**config.mk**
```make
export PLATFORM = sky130hd
export DESIGN_NAME = bitmap_tag_allocator
export DESIGN_NICKNAME = d
export VERILOG_FILES = /design/src/sv/bta_pkg.sv /design/src/sv/bta_word_ram.sv /design/src/sv/bta_word_scan.sv /design/src/sv/bta_hint_table.sv /design/src/sv/bitmap_tag_allocator.sv
export SDC_FILE = /design/constraint.sdc
export NUM_CORES = 2
export LEC_CHECK = 0
export BUFFER_PORTS_ARGS = -buffer_cell sky130_fd_sc_hd__buf_2
export CAP_MARGIN = 25
export CORE_MARGIN = 5
export CORE_UTILIZATION = 30
export DETAILED_ROUTE_END_ITERATION = 8
export GPL_ROUTABILITY_DRIVEN = 0
export PLACE_DENSITY = 0.45
export SYNTH_ARGS = -nofsm -noshare
export SYNTH_HDL_FRONTEND = slang
export SYNTH_SLANG_ARGS = --single-unit
```
**constraint.sdc**
```tcl
create_clock -name clock -period 8.6 [get_ports clock]
set_clock_uncertainty 0.1 [all_clocks]
set_input_delay 1.72 -clock clock [delete_from_list [all_inputs] [get_ports clock]]
set_output_delay 1.72 -clock clock [all_outputs]
set_load 0.05 [all_outputs]
```
**src/sv/bta_pkg.sv**
```systemverilog
// Shared constants, types and helpers for the bitmap tag allocator.
// No dependencies; imported by every module of the block.
`default_nettype none
package bta_pkg;

   localparam int TAG_CAP    = 1024;
   localparam int REQUESTERS = 8;
   localparam int WORD_BITS  = 64;
   localparam int NUM_WORDS  = (TAG_CAP + WORD_BITS - 1) / WORD_BITS;

   localparam int TAG_W  = 10;                 // tag field width
   localparam int CNT_W  = 11;                 // tag limit register width
   localparam int REQ_W  = 3;                  // requester field width
   localparam int BIT_W  = $clog2(WORD_BITS);  // bit index inside a word
   localparam int ADDR_W = $clog2(NUM_WORDS);  // word address
   localparam int PROD_W = REQ_W + CNT_W;      // r * tag limit

   localparam logic [CNT_W-1:0] TAG_CAP_VAL = CNT_W'(TAG_CAP);

   localparam logic KIND_ALLOC = 1'b0;
   localparam logic KIND_FREE  = 1'b1;

   typedef enum logic {
      ST_IDLE,
      ST_CHECK
   } state_type;

   // bounds applied to one bitmap word while searching
   typedef struct packed {
      logic [ADDR_W-1:0] word;
      logic              lo_en;   // only bits at or above bound
      logic              hi_en;   // only bits below bound
      logic [BIT_W-1:0]  bound;
   } scan_cfg_type;

   typedef struct packed {
      logic             found;
      logic [BIT_W-1:0] idx;
   } scan_res_type;

   typedef struct packed {
      logic             en;
      logic [REQ_W-1:0] idx;
      logic [TAG_W-1:0] value;
   } hint_wr_type;

   typedef struct packed {
      logic             en;
      logic [CNT_W-1:0] limit;
   } reseed_type;

   // hint seed for requester r: r * tag limit / REQUESTERS
   function automatic logic [TAG_W-1:0] seed_hint(input logic [REQ_W-1:0] r,
                                                  input logic [CNT_W-1:0] m);
      logic [PROD_W-1:0] prod;
      prod = PROD_W'(r) * PROD_W'(m);
      return TAG_W'(prod / REQUESTERS);
   endfunction

endpackage
`default_nettype wire

```
**src/sv/bta_word_ram.sv**
```systemverilog
// Bitmap storage: one word per row, registered read, one write port.
// Per-row valid bits make a cleared row read as all free. Uses bta_pkg.
`default_nettype none
module bta_word_ram
   import bta_pkg::*;
(
   input  wire logic                 clock,
   input  wire logic                 reset,
   input  wire logic                 clear,
   input  wire logic                 rd_en,
   input  wire logic [ADDR_W-1:0]    rd_addr,
   output logic      [WORD_BITS-1:0] rd_data,
   input  wire logic                 wr_en,
   input  wire logic [ADDR_W-1:0]    wr_addr,
   input  wire logic [WORD_BITS-1:0] wr_data
);

   logic [WORD_BITS-1:0] mem [NUM_WORDS];
   logic [NUM_WORDS-1:0] vld_ff, vld_in;
   logic [WORD_BITS-1:0] rd_data_ff;
   logic                 rd_vld_ff;

   // track written rows; clear drops them all at once
   always_comb begin
      vld_in = vld_ff;
      if (clear) begin
         vld_in = '0;
      end else if (wr_en) begin
         vld_in[wr_addr] = 1'b1;
      end
   end

   always_ff @(posedge clock) begin
      if (reset) begin
         vld_ff <= '0;
      end else begin
         vld_ff <= vld_in;
      end
   end

   // array write and registered read; hold read data when idle
   always_ff @(posedge clock) begin
      if (wr_en) begin
         mem[wr_addr] <= wr_data;
      end
      if (rd_en) begin
         rd_data_ff <= mem[rd_addr];
         rd_vld_ff  <= vld_ff[rd_addr];
      end
   end

   assign rd_data = rd_vld_ff ? rd_data_ff : '0;

endmodule
`default_nettype wire

```
**src/sv/bta_word_scan.sv**
```systemverilog
// Finds the lowest free tag bit of one bitmap word within its bounds.
// Pure logic; uses bta_pkg.
`default_nettype none
module bta_word_scan
   import bta_pkg::*;
(
   input  wire logic [WORD_BITS-1:0] data,
   input  wire logic [CNT_W-1:0]     tag_limit,
   input  wire scan_cfg_type         cfg,
   output scan_res_type              res
);

   localparam int HI_W = CNT_W - BIT_W;

   logic [WORD_BITS-1:0] free_vec;
   logic [HI_W-1:0]      max_hi;
   logic [BIT_W-1:0]     max_lo;

   assign max_hi = tag_limit[CNT_W-1:BIT_W];
   assign max_lo = tag_limit[BIT_W-1:0];

   // mark each bit free if clear, below the tag limit and inside the bounds
   always_comb begin
      for (int i = 0; i < WORD_BITS; i++) begin
         free_vec[i] = !data[i]
            && ((max_hi > HI_W'(cfg.word)) || (BIT_W'(i) < max_lo))
            && (!cfg.lo_en || (BIT_W'(i) >= cfg.bound))
            && (!cfg.hi_en || (BIT_W'(i) < cfg.bound));
      end
   end

   // pick the lowest free bit
   always_comb begin
      res = '0;
      for (int i = WORD_BITS - 1; i >= 0; i--) begin
         if (free_vec[i]) begin
            res.found = 1'b1;
            res.idx   = BIT_W'(i);
         end
      end
   end

endmodule
`default_nettype wire

```
**src/sv/bta_hint_table.sv**
```systemverilog
// Per-requester next-search hints, seeded from the tag limit on reset and
// on every register write. Uses bta_pkg.
`default_nettype none
module bta_hint_table
   import bta_pkg::*;
(
   input  wire logic             clock,
   input  wire logic             reset,
   input  wire reseed_type       reseed,
   input  wire hint_wr_type      wr,
   input  wire logic [REQ_W-1:0] rd_idx,
   output logic      [TAG_W-1:0] rd_hint
);

   logic [TAG_W-1:0] hint_ff [REQUESTERS];
   logic [TAG_W-1:0] hint_in [REQUESTERS];

   // reseed all, or update the one requester
   always_comb begin
      for (int r = 0; r < REQUESTERS; r++) begin
         if (reseed.en) begin
            hint_in[r] = seed_hint(REQ_W'(r), reseed.limit);
         end else if (wr.en && (wr.idx == REQ_W'(r))) begin
            hint_in[r] = wr.value;
         end else begin
            hint_in[r] = hint_ff[r];
         end
      end
   end

   always_ff @(posedge clock) begin
      for (int r = 0; r < REQUESTERS; r++) begin
         if (reset) begin
            hint_ff[r] <= seed_hint(REQ_W'(r), TAG_CAP_VAL);
         end else begin
            hint_ff[r] <= hint_in[r];
         end
      end
   end

   assign rd_hint = hint_ff[rd_idx];

endmodule
`default_nettype wire

```
**src/sv/bitmap_tag_allocator.sv**
```systemverilog
// Top level of the bitmap tag allocator: control sequencer, register,
// result buffer. Uses bta_pkg, bta_word_ram, bta_word_scan, bta_hint_table.
//
//   channel | ports                               | direction
//   req     | req_valid/ready, kind, requester,   | in
//           | tag_in                              |
//   rsp     | rsp_valid/ready, tag_out, ok        | out
//   csr     | csr_valid/ready, tag_limit          | in (register write)
//
// A free is accepted, then does one read-modify-write of its word.
// An allocate searches from the word of its hint up to word W = (tag_limit-1)/64 and wraps:
// the search reads one bitmap word per cycle from the single RAM read port while the
// result register is free, visiting the start word a second time for bits below the hint.
// Reset and register writes clear the bitmap at once through row valid bits.
// A finished result waits in the output register; the next beat may be
// accepted meanwhile, and its completion holds until the register frees up.
`default_nettype none
module bitmap_tag_allocator
   import bta_pkg::*;
(
   input  wire logic             clock,
   input  wire logic             reset,
   input  wire logic             req_valid,
   output logic                  req_ready,
   input  wire logic             req_kind,
   input  wire logic [REQ_W-1:0] req_requester,
   input  wire logic [TAG_W-1:0] req_tag_in,
   output logic                  rsp_valid,
   input  wire logic             rsp_ready,
   output logic      [TAG_W-1:0] rsp_tag_out,
   output logic                  rsp_ok,
   input  wire logic             csr_valid,
   output logic                  csr_ready,
   input  wire logic [CNT_W-1:0] csr_tag_limit
);

   state_type         state_ff, state_in;
   logic              kind_ff, kind_in;
   logic [REQ_W-1:0]  req_ff, req_in;
   logic [TAG_W-1:0]  tag_ff, tag_in;
   logic [ADDR_W-1:0] cur_word_ff, cur_word_in;
   logic [ADDR_W-1:0] start_word_ff, start_word_in;
   logic [BIT_W-1:0]  start_bit_ff, start_bit_in;
   logic              first_ff, first_in;
   logic              final_ff, final_in;
   logic [CNT_W-1:0]  tag_limit_ff, tag_limit_in;
   logic              rsp_valid_ff, rsp_valid_in;
   logic [TAG_W-1:0]  rsp_tag_ff, rsp_tag_in;
   logic              rsp_ok_ff, rsp_ok_in;

   logic                 req_fire, csr_fire, out_free;
   logic [CNT_W-1:0]     csr_clamped;
   logic [TAG_W-1:0]     hint_raw, start_tag;
   logic [ADDR_W-1:0]    last_word, next_word;
   logic [CNT_W-1:0]     found_next;
   logic [TAG_W-1:0]     found_tag;
   logic                 free_bad;
   logic                 respond;
   logic [TAG_W-1:0]     resp_tag;
   logic                 resp_ok;

   logic                 rd_en, wr_en;
   logic [ADDR_W-1:0]    rd_addr;
   logic [WORD_BITS-1:0] rd_data, wr_data;
   scan_cfg_type         scan_cfg;
   scan_res_type         scan_res;
   hint_wr_type          hint_wr;
   reseed_type           reseed;

   assign req_fire  = req_valid && req_ready;
   assign csr_ready = 1'b1;
   assign csr_fire  = csr_valid && csr_ready;
   assign out_free  = !rsp_valid_ff || rsp_ready;

   // clamp register writes into 1..TAG_CAP
   always_comb begin
      if (csr_tag_limit == '0) begin
         csr_clamped = CNT_W'(1);
      end else if (csr_tag_limit > TAG_CAP_VAL) begin
         csr_clamped = TAG_CAP_VAL;
      end else begin
         csr_clamped = csr_tag_limit;
      end
   end

   assign tag_limit_in = csr_fire ? csr_clamped : tag_limit_ff;
   assign reseed       = '{en: csr_fire, limit: csr_clamped};

   // start of search: hint, or zero if it lies out of range
   assign start_tag  = ({1'b0, hint_raw} >= tag_limit_ff) ? '0 : hint_raw;
   assign last_word  = ADDR_W'((tag_limit_ff - CNT_W'(1)) >> BIT_W);
   assign next_word  = (cur_word_ff == last_word) ? '0 : cur_word_ff + ADDR_W'(1);
   assign found_tag  = {cur_word_ff, scan_res.idx};
   assign found_next = CNT_W'(found_tag) + CNT_W'(1);
   assign free_bad   = ({1'b0, tag_ff} >= tag_limit_ff);

   assign scan_cfg = '{word: cur_word_ff, lo_en: first_ff, hi_en: final_ff,
                       bound: start_bit_ff};

   // next state
   always_comb begin
      state_in = state_ff;
      unique case (state_ff)
         ST_IDLE: begin
            if (req_fire) begin
               state_in = ST_CHECK;
            end
         end
         ST_CHECK: begin
            if (out_free && (kind_ff == KIND_FREE || scan_res.found || final_ff)) begin
               state_in = ST_IDLE;
            end
         end
         default: state_in = ST_IDLE;
      endcase
   end

   // datapath controls and item registers
   always_comb begin
      req_ready     = 1'b0;
      rd_en         = 1'b0;
      rd_addr       = cur_word_ff;
      wr_en         = 1'b0;
      wr_data       = rd_data;
      hint_wr       = '{en: 1'b0, idx: req_ff, value: '0};
      respond       = 1'b0;
      resp_tag      = '0;
      resp_ok       = 1'b0;
      kind_in       = kind_ff;
      req_in        = req_ff;
      tag_in        = tag_ff;
      cur_word_in   = cur_word_ff;
      start_word_in = start_word_ff;
      start_bit_in  = start_bit_ff;
      first_in      = first_ff;
      final_in      = final_ff;
      unique case (state_ff)
         ST_IDLE: begin
            req_ready = 1'b1;
            if (req_fire) begin
               rd_en         = 1'b1;
               rd_addr       = (req_kind == KIND_FREE) ? req_tag_in[TAG_W-1:BIT_W]
                                                       : start_tag[TAG_W-1:BIT_W];
               kind_in       = req_kind;
               req_in        = req_requester;
               tag_in        = req_tag_in;
               cur_word_in   = rd_addr;
               start_word_in = start_tag[TAG_W-1:BIT_W];
               start_bit_in  = start_tag[BIT_W-1:0];
               first_in      = 1'b1;
               final_in      = 1'b0;
            end
         end
         ST_CHECK: begin
            if (!out_free) begin
               // hold until the result register frees up
            end else if (kind_ff == KIND_FREE) begin
               respond = 1'b1;
               if (!free_bad) begin
                  wr_en    = 1'b1;
                  wr_data  = rd_data & ~(WORD_BITS'(1) << tag_ff[BIT_W-1:0]);
                  resp_tag = tag_ff;
                  resp_ok  = 1'b1;
               end
            end else if (scan_res.found) begin
               wr_en         = 1'b1;
               wr_data       = rd_data | (WORD_BITS'(1) << scan_res.idx);
               hint_wr.en    = 1'b1;
               hint_wr.value = (found_next >= tag_limit_ff) ? '0 : found_next[TAG_W-1:0];
               respond       = 1'b1;
               resp_tag      = found_tag;
               resp_ok       = 1'b1;
            end else if (final_ff) begin
               // no free tag anywhere: fail and reset the hint
               hint_wr.en = 1'b1;
               respond    = 1'b1;
            end else begin
               // advance to the next word, wrapping at the last one
               rd_en       = 1'b1;
               rd_addr     = next_word;
               cur_word_in = next_word;
               first_in    = 1'b0;
               final_in    = (next_word == start_word_ff);
            end
         end
         default: begin
         end
      endcase
   end

   // result register
   assign rsp_valid_in = respond || (rsp_valid_ff && !rsp_ready);
   assign rsp_tag_in   = respond ? resp_tag : rsp_tag_ff;
   assign rsp_ok_in    = respond ? resp_ok : rsp_ok_ff;

   always_ff @(posedge clock) begin
      if (reset) begin
         state_ff     <= ST_IDLE;
         rsp_valid_ff <= 1'b0;
         tag_limit_ff <= TAG_CAP_VAL;
      end else begin
         state_ff     <= state_in;
         rsp_valid_ff <= rsp_valid_in;
         tag_limit_ff <= tag_limit_in;
      end
   end

   always_ff @(posedge clock) begin
      kind_ff       <= kind_in;
      req_ff        <= req_in;
      tag_ff        <= tag_in;
      cur_word_ff   <= cur_word_in;
      start_word_ff <= start_word_in;
      start_bit_ff  <= start_bit_in;
      first_ff      <= first_in;
      final_ff      <= final_in;
      rsp_tag_ff    <= rsp_tag_in;
      rsp_ok_ff     <= rsp_ok_in;
   end

   assign rsp_valid   = rsp_valid_ff;
   assign rsp_tag_out = rsp_tag_ff;
   assign rsp_ok      = rsp_ok_ff;

   bta_word_ram u_ram (
      .clock   (clock),
      .reset   (reset),
      .clear   (csr_fire),
      .rd_en   (rd_en),
      .rd_addr (rd_addr),
      .rd_data (rd_data),
      .wr_en   (wr_en),
      .wr_addr (cur_word_ff),
      .wr_data (wr_data)
   );

   bta_word_scan u_scan (
      .data      (rd_data),
      .tag_limit (tag_limit_ff),
      .cfg       (scan_cfg),
      .res       (scan_res)
   );

   bta_hint_table u_hints (
      .clock   (clock),
      .reset   (reset),
      .reseed  (reseed),
      .wr      (hint_wr),
      .rd_idx  (req_requester),
      .rd_hint (hint_raw)
   );

endmodule
`default_nettype wire

```
==> impl_metrics.csv <==
group,metric,value,unit
global_routing,grt_pass1_vias,43000,
final_layout,layout_commonest_cell,"edfxtp_1",
synthesis,ys_ff_latch,1239,
placed_design,portBuffers,42,
route,vias,45100,
flow_run,max-cap-violations,0,
clock_tree,clock_latency,0.80,ns
clock_tree,clk_pin_slew,0.07,ns
synthesis,yosys_warnings,0,
power,p_switching,5.25,mW
final_layout,nNetsFinal,5158,
die,die_w,458,um
timing,holdWs,0.364,ns
final_layout,fillers,19600,
synthesis,synthesis.instances,5016,
critical_path,cp_slowest_cell,"a2111oi_0",
route,top_layer,"met4",
synthesis,avgSynthCellArea,12.0,sq um
placed_design,dp_cells,7544,
power,pwr-share-seq,0.434,
critical_path,cp-end-kind,"flip-flop",
power,p_int,11.6,mW
clock_tree,h-tree-depth,4,
final_layout,seq_area,36900,sq um
die,initial_utilization,0.302,
power,p_leak,23.7,nW
clock_tree,cts_tree,"yes",
run_status,status,"complete, no violations",
power,p_clk_frac,0.355,
clock_tree,cts_hold_buf,0,
timing,hold_viol,0,
route,dr_wl_met2,103000,um
global_routing,grt.total_usage,0.209,
global_routing,gr-total-overflow,0,
clock_tree,cts_buffers,145,
power,p_per_area,244,nW/um^2
route,drt_wl_total,228000,um
route,vias_per_cell,5.77,
timing,period_minus_slack,8.15,ns
critical_path,crit_arrival,8.68,ns
timing,setup_viol,0,
route,drt-initial-drc-count,4878,
synthesis,synth_fp_nets,5137,
min_path,worst_hold_path_type,"flip-flop to flip-flop",
critical_path,crit_type,"flip-flop to flip-flop",
timing,timing.setup.tns,0,ns
route,dr.pass1.iters,6,
timing,final.period_utilization,0.948,
clock_tree,cts_setup_buffers,0,
clock_tree,cts_root_buf,"clkbuf_16",
die,ioPinCount,44,
critical_path,critPathMaxStageDelay,0.70,ns
timing,slew_headroom,0.143,
synthesis,synth.distinct_cells,104,
synthesis,synth_ff_type,"edfxtp_1",
clock_tree,clk_path_buf_depth,3,
die,die_y,458,um
global_routing,antenna_found_initial,4,
clock_tree,clock-sinks,1239,
die,num_rows,164,
critical_path,r2r_cells,27,
route,routedLengthMet1,101000,um
final_layout,final_cell_mix,"edfxtp_1, nand2_1, a21oi_1, mux2i_1, a211oi_1",
critical_path,worstPathRequired,9.13,ns
global_routing,grt_max_degree,148,
power,max-vdd-ir-drop,0.000189,V
clock_tree,post_cts_resize_count,0,
route,wl_met3,15600,um
route,drc,0,
timing,drv_slew,0,
final_layout,areaGrowthSynthToFinish,14.6,%
die,die_area,210000,sq um
critical_path,cp-start-kind,"flip-flop",
final_layout,drive_above_1_share,0.104,
global_routing,grt_first_pass_wirelength,324000,um
synthesis,syn_area,60300,sq um
timing,rsz0062_at_grt,"false",
synthesis,synth_edf_count,1206,
critical_path,cp_max_fo,9,
min_path,min_path_cells,1,
final_layout,multiInputGateArea,21800,sq um
timing,worst_slew_pin_slew,1.29,ns
placed_design,dp_hpwl,134000,um
timing,fmax,123,MHz
die,core,200000,sq um
synthesis,synthArstFlopShare,0,
power,p_comb_frac,0.211,
route,antenna_left,0,
power,sw_frac_of_total,0.312,
synthesis,seq_area_frac_synth,0.612,
route,wl_per_cell,29.2,um
final_layout,final_cell_count_no_fill,7814,
-- power groups by stage --
| stage | registers (mW) | logic (mW) | clock network (mW) |
|---|---|---|---|
| 2_1_floorplan | 7.30 | 2.15 | 0 |
| 3_3_place_gp | 7.43 | 3.48 | 0 |
| 3_5_place_dp | 7.42 | 3.51 | 0 |
| 4_1_cts | 7.30 | 3.52 | 6.10 |
| 5_1_grt | 7.31 | 3.78 | 6.36 |
| 6_report | 7.30 | 3.55 | 5.98 |
-- per-layer routing --
layer,track usage,vias up
met5,0,-
met4,0.0746,0
met1,0.298,23200
li1,-,19600
met2,0.325,1923
met3,0.0326,378
-- flip-flops by register name (all words and copies together) (netlist names) --
register          count
u_ram.vld_ff         16
cur_word_ff           4
u_ram.rd_vld_ff       1
u_ram.rd_data_ff     64
tag_limit_ff         11
tag_ff               10
u_ram.mem          1024
rsp_tag_out          10
state_ff              1
start_word_ff         4
kind_ff               1
rsp_ok                1
u_hints.hint_ff      80
start_bit_ff          6
rsp_valid             1
first_ff              1
final_ff              1
req_ff                3
-- kinds of logic (layout without fill, tap and decap cells) --
family | count (synthesis) | in the layout | synth area share
adder cells (fa/ha/maj) | 91 | 91 | 0.0204
multiplexers | 309 | 309 | 0.0556
flip-flops | 1239 | 1239 | 0.612
AND/OR/NAND/NOR | 1460 | 1460 | 0.109
XOR/XNOR | 36 | 36 | 0.00523
AO/OA/AOI/OAI | 1438 | 1438 | 0.169
buffers and inverters | 442 | 580 | 0.0296
other | 1 | 5 | 0.0000622
-- cell type report --
class / instances / area share
Antenna cell: 4 / 0.000145
Clock buffer: 200 / 0.0567
Tap cell: 2656 / 0.0481
Multi-Input combinational cell: 3335 / 0.315
Clock inverter: 64 / 0.00985
Sequential cell: 1239 / 0.534
Inverter: 66 / 0.00359
Timing Repair Buffer: 250 / 0.0326
-- worst paths after layout --
check | start | to | slack (ns)
setup reg to reg | cur_word_ff[1] | u_hints.hint_ff[4][4] | 0.45
hold reg to reg | u_ram.vld_ff[11] | u_ram.vld_ff[11] | 0.36
hold / removal | u_ram.vld_ff[11] | u_ram.vld_ff[11] | 0.36
setup / recovery | cur_word_ff[1] | u_hints.hint_ff[4][4] | 0.45
-- synthesized netlist by cell type, types with 12 or more instances --
cell	number	area [sq um]
buf_1	20	75.1
xor2_1	15	131
buf_4	15	113
a221oi_1	272	2380
a21o_1	51	383
edfxtp_1	1206	36200
nor2b_1	20	125
nand2b_1	32	200
o211ai_1	21	158
clkbuf_1	301	1130
o22ai_1	18	113
nand2_1	965	3620
inv_1	60	225
o31ai_1	15	113
a32o_1	23	230
and3_1	24	150
or3_1	23	144
a211o_1	12	105
or2_2	17	106
a211oi_1	275	2060
and2_1	41	257
a22oi_1	47	353
o21ai_0	75	375
mux2i_1	280	2800
or4_1	68	510
nor2_1	121	454
a21oi_1	428	2140
nand4_1	13	81.3
mux4_2	20	450
xnor2_1	21	184
o21bai_1	12	90.1
dfxtp_1	33	661
a31oi_1	22	138
ha_1	79	988
buf_2	37	185
fa_1	12	240
nand3_1	41	205
nor3_1	44	220
o21a_1	23	173
-- critical path: cells and delay by family, from the launching register on --
kind	cells	cell delay (ns)
AOI/OAI and AO/OA	14	3.95
buffers and inverters	3	0.67
adders and majority gates	4	1.27
muxes	1	0.26
and+or+nand+nor	5	1.12
DFF	1	0.57
-- through the flow --
stage,total power [mW],area (sq um),setup slack (ns),utilization
floorplan,9.45,60300,0.735,-
global placement,10.9,64400,0.866,0.322
detailed placement,10.9,64500,0.701,0.323
CTS,16.9,69100,0.643,0.346
global route,17.4,69100,0.133,0.346
finish,16.8,69100,0.450,0.346
No activity file was read; power rests on OpenSTA's default activity.
